File: src/sv/binned_mean_square_histogram_macros.svh
// Assertion helpers shared by the histogram RTL.
`ifndef BINNED_MEAN_SQUARE_HISTOGRAM_MACROS_SVH
`define BINNED_MEAN_SQUARE_HISTOGRAM_MACROS_SVH

`ifndef SYNTHESIS

// ante implies cons in the same cycle
`define BMSH_ASSERT_IMP(lbl, ck, rn, ante, cons, msg) \
  lbl: assert property (@(posedge ck) disable iff (!(rn)) (ante) |-> (cons)) \
    else $error(msg);

// ante implies cons in the next cycle
`define BMSH_ASSERT_NEXT(lbl, ck, rn, ante, cons, msg) \
  lbl: assert property (@(posedge ck) disable iff (!(rn)) (ante) |=> (cons)) \
    else $error(msg);

`else

`define BMSH_ASSERT_IMP(lbl, ck, rn, ante, cons, msg)
`define BMSH_ASSERT_NEXT(lbl, ck, rn, ante, cons, msg)

`endif

`endif

File: src/sv/bmsh_pkg.sv
package bmsh_pkg;

  localparam int NUM_BINS_DEF = 4096;

  localparam int CFG_IDX_W = 2;
  localparam logic [CFG_IDX_W-1:0] CFG_BIN_WIDTH = 2'd0;
  localparam logic [CFG_IDX_W-1:0] CFG_BIN_RECIP = 2'd1;
  localparam logic [CFG_IDX_W-1:0] CFG_UNSYM     = 2'd2;
  localparam logic [CFG_IDX_W-1:0] CFG_ZERO_THR  = 2'd3;

  localparam logic [31:0] BIN_WIDTH_RST = 32'h0001_0000;
  localparam logic [31:0] BIN_RECIP_RST = 32'h0001_0000;
  localparam logic [15:0] ZERO_THR_RST  = 16'd13;

  localparam logic OP_ADD  = 1'b0;
  localparam logic OP_READ = 1'b1;

  localparam logic [2:0] ST_ADDED = 3'd0;
  localparam logic [2:0] ST_SKIP  = 3'd1;
  localparam logic [2:0] ST_BELOW = 3'd2;
  localparam logic [2:0] ST_ABOVE = 3'd3;
  localparam logic [2:0] ST_READ  = 3'd4;

  typedef struct packed {
    logic               opcode;
    logic signed [31:0] x_value;
    logic signed [23:0] y_value;
    logic signed [11:0] read_bin;
  } in_item_t;

  typedef struct packed {
    logic [2:0]         status;
    logic signed [31:0] bin_center;
    logic [47:0]        mean_square;
    logic [47:0]        error_bar;
    logic [31:0]        bin_count;
    logic [11:0]        lowest_used;
    logic [11:0]        highest_used;
  } out_item_t;

  typedef struct packed {
    logic load;
    logic mul;
    logic chk;
    logic rd;
    logic sel2;
    logic wr;
    logic div1_start;
    logic div2_start;
    logic take_mean;
    logic out_load;
    logic clr;
  } dp_cmd_t;

  typedef struct packed {
    logic is_read;
    logic unsym;
    logic fail;
    logic empty;
    logic div_busy;
    logic sqrt_busy;
    logic clr_done;
  } dp_sts_t;

endpackage

File: src/sv/bmsh_ctrl.sv
`include "binned_mean_square_histogram_macros.svh"

module bmsh_ctrl (
  input  logic                clk,
  input  logic                rst_n,
  input  logic                in_valid,
  output logic                in_ready,
  output logic                out_valid,
  input  logic                out_ready,
  input  bmsh_pkg::dp_sts_t   sts,
  output bmsh_pkg::dp_cmd_t   cmd
);

  import bmsh_pkg::*;

  localparam logic [3:0] S_CLR  = 4'd0;
  localparam logic [3:0] S_IDLE = 4'd1;
  localparam logic [3:0] S_MUL  = 4'd2;
  localparam logic [3:0] S_CHK  = 4'd3;
  localparam logic [3:0] S_RD   = 4'd4;
  localparam logic [3:0] S_UPD  = 4'd5;
  localparam logic [3:0] S_DIV1 = 4'd6;
  localparam logic [3:0] S_DIV2 = 4'd7;
  localparam logic [3:0] S_OUT  = 4'd8;

  logic [3:0] state_r;
  logic [3:0] state_nxt;
  logic       sel2_r;
  logic       sel2_nxt;
  logic       out_valid_r;
  logic       out_valid_nxt;

  always_comb begin
    cmd           = '0;
    state_nxt     = state_r;
    sel2_nxt      = sel2_r;
    out_valid_nxt = out_valid_r && !out_ready;
    unique case (state_r)
      S_CLR: begin
        cmd.clr = 1'b1;
        if (sts.clr_done) begin
          state_nxt = S_IDLE;
        end
      end
      S_IDLE: begin
        if (in_valid) begin
          cmd.load  = 1'b1;
          sel2_nxt  = 1'b0;
          state_nxt = S_MUL;
        end
      end
      S_MUL: begin
        cmd.mul   = 1'b1;
        state_nxt = S_CHK;
      end
      S_CHK: begin
        cmd.chk   = 1'b1;
        state_nxt = sts.fail ? S_OUT : S_RD;
      end
      S_RD: begin
        cmd.rd    = 1'b1;
        state_nxt = S_UPD;
      end
      S_UPD: begin
        if (sts.is_read) begin
          if (sts.empty) begin
            state_nxt = S_OUT;
          end else begin
            cmd.div1_start = 1'b1;
            state_nxt      = S_DIV1;
          end
        end else begin
          cmd.wr = 1'b1;
          // symmetric mode: go back for the mirrored bin
          if (!sts.unsym && !sel2_r) begin
            sel2_nxt  = 1'b1;
            state_nxt = S_RD;
          end else begin
            state_nxt = S_OUT;
          end
        end
      end
      S_DIV1: begin
        if (!sts.div_busy && !sts.sqrt_busy) begin
          cmd.take_mean  = 1'b1;
          cmd.div2_start = 1'b1;
          state_nxt      = S_DIV2;
        end
      end
      S_DIV2: begin
        if (!sts.div_busy) begin
          state_nxt = S_OUT;
        end
      end
      S_OUT: begin
        if (!out_valid_r || out_ready) begin
          cmd.out_load  = 1'b1;
          out_valid_nxt = 1'b1;
          state_nxt     = S_IDLE;
        end
      end
      default: begin
        state_nxt = S_IDLE;
      end
    endcase
    cmd.sel2 = sel2_r;
  end

  always_ff @(posedge clk) begin
    if (!rst_n) begin
      state_r     <= S_CLR;
      sel2_r      <= 1'b0;
      out_valid_r <= 1'b0;
    end else begin
      state_r     <= state_nxt;
      sel2_r      <= sel2_nxt;
      out_valid_r <= out_valid_nxt;
    end
  end

  assign in_ready  = state_r == S_IDLE;
  assign out_valid = out_valid_r;

  `BMSH_ASSERT_IMP(a_wr_sample, clk, rst_n, cmd.wr, !sts.is_read, "bin write on a read item")
  `BMSH_ASSERT_IMP(a_div2_free, clk, rst_n, cmd.div2_start, !sts.div_busy && !sts.sqrt_busy, "second divide started early")
  `BMSH_ASSERT_NEXT(a_div_runs, clk, rst_n, cmd.div1_start, sts.div_busy && sts.sqrt_busy, "divide or root did not start")

endmodule

File: config.mk
export PLATFORM = sky130hd
export DESIGN_NAME = bmsh_ctrl
export DESIGN_NICKNAME = d
export VERILOG_FILES = /design/src/sv/bmsh_pkg.sv /design/src/sv/bmsh_ctrl.sv
export VERILOG_INCLUDE_DIRS = /design/src /design/src/sv
export SDC_FILE = /design/constraint.sdc
export NUM_CORES = 1
export LEC_CHECK = 0
export BUFFER_PORTS_ARGS = -buffer_cell sky130_fd_sc_hd__buf_4
export CAP_MARGIN = 20
export CORE_MARGIN = 5
export CORE_UTILIZATION = 40
export CTS_CLUSTER_DIAMETER = 80
export CTS_CLUSTER_SIZE = 28
export DETAILED_ROUTE_END_ITERATION = 6
export PLACE_DENSITY = 0.81
export RECOVER_POWER = 50
export SYNTH_ARGS = -nofsm -noshare
export SYNTH_HDL_FRONTEND = slang
export SYNTH_SLANG_ARGS = --single-unit
File: constraint.sdc
create_clock -name clk -period 1.23 [get_ports clk]
set_input_delay 0.246 -clock clk [delete_from_list [all_inputs] [get_ports clk]]
set_output_delay 0.246 -clock clk [all_outputs]
set_load 0.005 [all_outputs]
==> results of run 1 <==
[registers in the layout, indices dropped and copies added, names as in the netlist]
name       count
out_valid      1
state_r        4
sel2_r         1
[final timing paths]
kind	start	endpoint	slack [ns]	cells after the start
min	rst_n	out_valid	0.27	2
max	state_r[1]	cmd[1]	-0.19	3
min reg2reg	state_r[0]	state_r[0]	0.54	2
max reg2reg	state_r[0]	state_r[0]	-0.04	6
[final cells by class]
cell class,count,area [µm²],share of cell area
multi-input cells,49,452,0.473
inverters,3,11.3,0.0118
repair buffers,39,319,0.334
clock buffers,3,22.5,0.0236
flip-flops and latches,6,133,0.139
well taps,15,18.8,0.0196
[power groups by stage]
stage / Sequential (mW) / Combinational (mW) / Clock, mW
final: 0.255 / 0.394 / 0.177
after global routing: 0.259 / 0.425 / 0.200
after CTS: 0.253 / 0.355 / 0.188
after detailed placement: 0.252 / 0.288 / 0
after global placement: 0.252 / 0.280 / 0
after floorplan: 0.225 / 0.212 / 0
[through the flow]
stage	hold slack (ns)	setup WS (ns)
final	0.266	-0.189
after floorplan	0.364	-0.0458
after detailed placement	0.507	-0.0729
after global routing	0.270	-0.245
after CTS	0.251	-0.220
after global placement	0.506	-0.0393
[what timing repair did]
| action | in CTS | in global routing |
|---|---|---|
| endpoints found under the setup margin | 14 | 16 |
| setup buffers | 5 | 3 |
| cloned | 0 | 0 |
| pin swaps | 4 | 6 |
| resized for setup | 19 | 7 |
[cells in the final DEF (no fill, tap or decap)]
cell type,count
a21boi_1,1
o21a_1,1
nor3_4,2
nor2_1,4
o21ai_0,1
a21oi_1,2
nand2_2,1
o22ai_1,1
or3_4,1
nand3_2,2
nor4b_4,1
nand2b_4,3
nor3_2,3
nand2_1,7
dfxtp_2,1
dfxtp_1,2
dfxtp_4,3
inv_1,3
nor4_4,3
buf_4,30
nor2b_1,3
nand2b_1,1
a21o_1,1
nor2b_2,1
clkbuf_4,5
nand3_1,1
a21oi_2,2
mux2i_1,3
buf_6,7
a2bb2oi_2,1
nor3_1,2
o2111ai_4,1
[logic make-up after synthesis]
group / after synthesis
buffers and inverters: 9
AO/OA/AOI/OAI: 11
AND/OR/NAND/NOR: 35
multiplexers: 3
flip-flops: 6
[worst max-delay path, cell delays in order (launching register included)]
cell and delay, ns:
dfxtp_4 0.37, nor4b_4 0.28, nor2b_1 0.16, buf_4 0.12
[routing by layer]
layer  global-route usage  vias to the layer above  wire (µm)
li1                     -                      298          -
met2                0.257                       14        807
met5                    0                        -          0
met1                0.189                      285        638
met4               0.0994                        0         10
met3               0.0115                        2         81
==> results by group, run 1 <==
Clock tree
  • CTS tree: yes
  • Max Root-Sink Buffers: 2
  • CTS clk-pin slew, worst paths: 0.04 ns
  • Cts hold-fix bufs: 0
  • Clk sink count: 6
  • Clock Latency Late Sink: 0.24 ns
  • H-tree levels: 1
  • TritonCTS Buffers: 3
  • Root buffer cell: clkbuf_4

Yosys
  • Post-Syn Instances: 64
  • Post-synthesis xor/xnor area fraction: 0
  • Ys async rst share: 0
  • Top post-synthesis cells by area: dfxtp_1, buf_6, mux2i_1, nor3_1, nand2_1
  • Area share of the largest cell type after synthesis: 0.220
  • Area leader, netlist: dfxtp_1
  • Count leader, synth: nand2_1
  • Post-synthesis mux area share: 0.0549
  • Yosys warns: 0
  • Largest family of logic cells by synthesized area: simple AND/OR/NAND/NOR gates
  • Main synth FF type: dfxtp_1
  • Top cells by count, synth: nand2_1, dfxtp_1, nor3_1
  • Post-synth EDFFs: 0
  • Syn Nets: 75
  • Yosys cell types: 30
  • Synthesized area per cell: 8.54 µm²
  • Synthesized flop and latch total: 6
  • Compound-Gate Fraction of Synth Area: 0.181
  • Synth Area in Adders: 0
  • Mapped Area: 547 µm²
  • Simple-gate share of the synthesized area: 0.426
  • Seq/Total Area, Yosys: 0.220

Setup path
  • Critical Path AT: 1.17 ns
  • Max FO, Critical Path: 5
  • Startpoint Class: register
  • Kind of critical path: register to primary output
  • CP Capture Type: primary output
  • Worst EP required: 0.98 ns

Power
  • Combinational share of power: 0.477
  • LEAKAGE: 0.419 nW
  • Seq pwr share: 0.309
  • Power share of the clock group: 0.215
  • Total power: 0.827 mW
  • Sw Share: 0.341
  • Worst IR Drop VDD: 0.000593 V
  • Switching power: 0.282 mW
  • PwrDens: 865 nW/µm²
  • Int Pwr: 0.545 mW

Route
  • Total wire length: 1.54 mm
  • Detailed-route vias per instance: 5.21
  • Via count: 599
  • Iter 0 DRT Violations: 2
  • WL/cell: 13.4 µm
  • Antenna-violating nets left: 0
  • DRC viols: 0
  • TritonRoute pass-1 iters: 4

STA
  • Sum Neg Setup Slack: -1.52 ns
  • Normalized max-slew margin: 0.835
  • Final setup viols: 12
  • Worst slew pin tran: 0.248 ns
  • Final setup margin: -0.189 ns
  • Slew Viols, Final: 0
  • RSZ-0062 raised after global routing: yes
  • Final Cycle Share: 1.15
  • Clock Skew: 0.00214 ns
  • Period minus WS final: 1.42 ns
  • Final hold violation count: 0
  • Fmax achieved: 0.705 GHz

Floorplanning
  • I/O Pins: 24
  • Die width: 47.0 µm
  • Row cnt: 13
  • Full die area: 2210 µm²
  • Initial Utilization: 0.420
  • Die H: 47.0 µm
  • Core Region: 1300 µm²

Global routing
  • Vias in the first global route: 542
  • Global route overflow: 0
  • First-pass GRT wire length: 2.39 mm
  • Largest net degree at the start of global routing: 8
  • GRT Overall Usage: 0.154
  • Initial antenna violation count: 0

Status
  • Status: finished with violations
  • Failing checks: setup timing

Cells and area
  • Area added between synthesis and finish: 74.8%
  • Layout cell share with drive strength beyond 1: 0.670
  • Final std cells w/o fill: 115
  • Fill count: 104
  • Fin area: 956 µm²
  • Inserted Diodes: 0
  • Util after Layout: 0.735
  • Final #Nets: 113

Placed design
  • Hpwl dp: 1.10 mm
  • Placed cells: 104
  • # port buffers: 23
  • Gpl congestion: 0.774
  • Placed Area: 768 µm²

Flow run
  • MaxCap Viol Count: 0

Worst hold path
  • Hold WC Path Type: input port to register
No activity file was read; power rests on OpenSTA's default activity.
==> run 2, diff against run 1 <==
--- a/config.mk
+++ b/config.mk
@@ -6,14 +6,16 @@
 export SDC_FILE = /design/constraint.sdc
 export NUM_CORES = 1
 export LEC_CHECK = 0
+export ABC_AREA = 1
 export BUFFER_PORTS_ARGS = -buffer_cell sky130_fd_sc_hd__buf_4
 export CAP_MARGIN = 20
-export CORE_MARGIN = 5
-export CORE_UTILIZATION = 40
+export CORE_AREA = 5 5 42 44
+export CTS_BUF_LIST = sky130_fd_sc_hd__clkbuf_4
 export CTS_CLUSTER_DIAMETER = 80
 export CTS_CLUSTER_SIZE = 28
 export DETAILED_ROUTE_END_ITERATION = 6
-export PLACE_DENSITY = 0.81
+export DIE_AREA = 0 0 47 49
+export PLACE_DENSITY = 0.8
 export RECOVER_POWER = 50
 export SYNTH_ARGS = -nofsm -noshare
 export SYNTH_HDL_FRONTEND = slang
==> results by group, run 2 <==
Status
  • Status: finished with violations (unchanged)
  • Failing checks: setup timing (unchanged)

Yosys
  • Yosys warns: 0 (unchanged)
  • Ys async rst share: 0 (unchanged)
  • Seq/Total Area, Yosys: 0.231 (was 0.220)
  • Yosys cell types: 20 (was 30)
  • Area share of the largest cell type after synthesis: 0.231 (was 0.220)
  • Main synth FF type: dfxtp_1 (unchanged)
  • Count leader, synth: nor2_1 (was nand2_1)
  • Post-synth EDFFs: 0 (unchanged)
  • Syn Nets: 105 (was 75)
  • Synthesized flop and latch total: 6 (unchanged)
  • Area leader, netlist: dfxtp_1 (unchanged)
  • Mapped Area: 519 µm² (was 547 µm²)
  • Top cells by count, synth: nor2_1, nand2_1, inv_1 (was nand2_1, dfxtp_1, nor3_1)
  • Top post-synthesis cells by area: dfxtp_1, nor2_1, nand2_1, inv_1, nor2_2 (was dfxtp_1, buf_6, mux2i_1, nor3_1, nand2_1)
  • Synthesized area per cell: 5.52 µm² (was 8.54 µm²)
  • Post-Syn Instances: 94 (was 64)

Worst hold path
  • Worst hold stages: 3 (was 2)
  • Hold WC Path Type: input port to register (unchanged)
  • Min-delay src: rst_n (unchanged)
  • Worst Hold End: state_r[2] (was out_valid)

STA
  • Final Cycle Share: 1.15 (about the same)
  • Worst slew pin tran: 0.240 ns (was 0.248 ns)
  • Final hold violation count: 0 (unchanged)
  • RSZ-0062 raised after global routing: yes (unchanged)
  • Normalized max-slew margin: 0.838 (was 0.835)
  • Final setup viols: 14 (was 12)
  • Final setup margin: -0.180 ns (was -0.189 ns)
  • Fmax achieved: 0.709 GHz (was 0.705 GHz)
  • Period minus WS final: 1.41 ns (was 1.42 ns)
  • Slew Viols, Final: 0 (unchanged)
  • Clock Skew: 0.00188 ns (was 0.00214 ns)

Cells and area
  • Final std cells w/o fill: 145 (was 115)
  • Area added between synthesis and finish: 74.2% (was 74.8%)
  • Inserted Diodes: 0 (unchanged)
  • Final #Nets: 142 (was 113)
  • Max reg flops: 4 (unchanged)
  • Util after Layout: 0.646 (was 0.735)
  • Layout cell share with drive strength beyond 1: 0.535 (was 0.670)
  • Most flop-heavy register: state_r (unchanged)
  • Most common cell after layout, fill and taps aside: buf_4 (unchanged)
  • Fin area: 905 µm² (was 956 µm²)
  • Commonest cells after routing, fill and taps aside: buf_4, nand2_1, nor2_1, inv_1 (was buf_4, nand2_1, buf_6, clkbuf_4, nor2_1)

Route
  • DRC viols: 0 (unchanged)
  • Detailed-route vias per instance: 4.82 (was 5.21)
  • Iter 0 DRT Violations: 7 (was 2)
  • Total wire length: 1.77 mm (was 1.54 mm)
  • WL/cell: 12.2 µm (was 13.4 µm)
  • TritonRoute pass-1 iters: 4 (unchanged)
  • Via count: 699 (was 599)
  • Antenna-violating nets left: 0 (unchanged)

Floorplanning
  • Initial Utilization: 0.371 (was 0.420)
  • Full die area: 2300 µm² (was 2210 µm²)
  • Core Region: 1400 µm² (was 1300 µm²)
  • Die H: 49 µm (was 47.0 µm)
  • Die width: 47 µm (was 47.0 µm)
  • I/O Pins: 24 (unchanged)
  • Row cnt: 14 (was 13)

Setup path
  • Slowest cell delay on critical path: 0.37 ns (about the same)
  • Worst r2r dst: state_r[2] (was state_r[0])
  • Startpoint Class: register (unchanged)
  • Max FO, Critical Path: 5 (unchanged)
  • Reg-to-reg startpoint: state_r[1] (was state_r[0])
  • R2R Setup Slk: -0.04 ns (about the same)
  • CP Capture Type: primary output (unchanged)
  • Critical Path AT: 1.16 ns (was 1.17 ns)
  • Worst EP required: 0.98 ns (about the same)
  • Slowest stage cell, crit path: dfxtp_4 (unchanged)
  • Crit-path cells: inv_4 > nand2_4 > nor2_4 > inv_2 > nor2_2 > buf_4 (was nor4b_4 > nor2b_1 > buf_4)
  • Reg2reg path depth: 8 (was 6)
  • Kind of critical path: register to primary output (unchanged)

Placed design
  • Placed Area: 714 µm² (was 768 µm²)
  • Gpl congestion: 0.891 (was 0.774)
  • Placed cells: 133 (was 104)
  • Pre-CTS WS: -0.0598 ns (was -0.0729 ns)
  • Hpwl dp: 1.19 mm (was 1.10 mm)
  • # port buffers: 23 (unchanged)

Global routing
  • Initial antenna violation count: 0 (unchanged)
  • Vias in the first global route: 686 (was 542)
  • First-pass GRT wire length: 2.87 mm (was 2.39 mm)
  • Global route overflow: 0 (unchanged)
  • GRT Overall Usage: 0.169 (was 0.154)
  • Largest net degree at the start of global routing: 8 (unchanged)

Clock tree
  • Clk sink count: 6 (unchanged)
  • CTS clk-pin slew, worst paths: 0.05 ns (was 0.04 ns)
  • Max Root-Sink Buffers: 2 (unchanged)
  • H-tree levels: 1 (unchanged)
  • Root buffer cell: clkbuf_4 (unchanged)
  • Clock Latency Late Sink: 0.24 ns (about the same)
  • TritonCTS Buffers: 3 (unchanged)
  • CTS tree: yes (unchanged)

Power
  • Total power: 1.98 mW (was 0.827 mW)
  • Worst IR Drop VDD: 0.00157 V (was 0.000593 V)
  • PwrDens: 2190 nW/µm² (was 865 nW/µm²)
  • LEAKAGE: 0.482 nW (was 0.419 nW)

Flow run
  • MaxCap Viol Count: 0 (unchanged)
[run 2: timing repair]
item / 4_1_cts / 5_1_grt
gates cloned: 0 / 0
pin swaps: 2 / 6
setup endpoints to repair: 15 / 15
setup buffers: 6 / 3
hold buffers: 0 / 0
gates resized for setup: 33 / 6
[run 2: power breakdown]
| part | switching [mW] | internal (mW) |
|---|---|---|
| Combinational | 0.708 | 0.635 |
| Sequential | 0.162 | 0.298 |
| Clock | 0.0687 | 0.110 |
| Total | 0.938 | 1.04 |
[run 2: how the worst max path moves through the flow]
stage	cells after the start	end	slack (ns)	startpoint
finish	6	cmd[5]	-0.18	state_r[3]
CTS	4	cmd[2]	-0.17	state_r[3]
global route	6	cmd[5]	-0.25	state_r[3]
floorplan	4	cmd[3]	0.03	state_r[3]
detailed placement	7	state_r[0]	-0.06	state_r[0]
global placement	7	state_r[0]	-0.006	state_r[0]
[run 2: cells by family after synthesis]
family                 count (synthesis)  share of synthesized area
AO/OA/AOI/OAI                          8                     0.0867
flip-flops                             6                      0.231
buffers and inverters                 21                      0.181
AND/OR/NAND/NOR                       59                      0.501
[run 2: final cells by class]
class	instances	area, µm²
inverters	18	72.6
well taps	16	20.0
fillers	117	497
flip-flops and latches	6	135
multi-input cells	67	380
repair buffers	35	274
clock buffers	3	22.5
[run 2: worst max-delay path: cells and delay by family, from the launching register on]
family	cells	cell delay, ns
flops	1	0.37
simple gates	3	0.30
buf+inv	3	0.25
[run 2: per-stage QoR]
stage	hold slack [ns]	TNS [ns]
finish	0.269	-1.48
global route	0.271	-2.63
CTS	0.253	-1.30
detailed placement	0.463	-0.168
global placement	0.458	-0.00905
floorplan	0.366	0
[run 2: metal layers]
metal,up-vias,share of wire,wire [µm],track usage
met5,-,0,0,0
met2,11,0.54,957,0.290
li1,356,-,-,-
met3,4,0.035,61,0.0295
met4,0,0.011,19,0.0876
met1,328,0.41,726,0.187
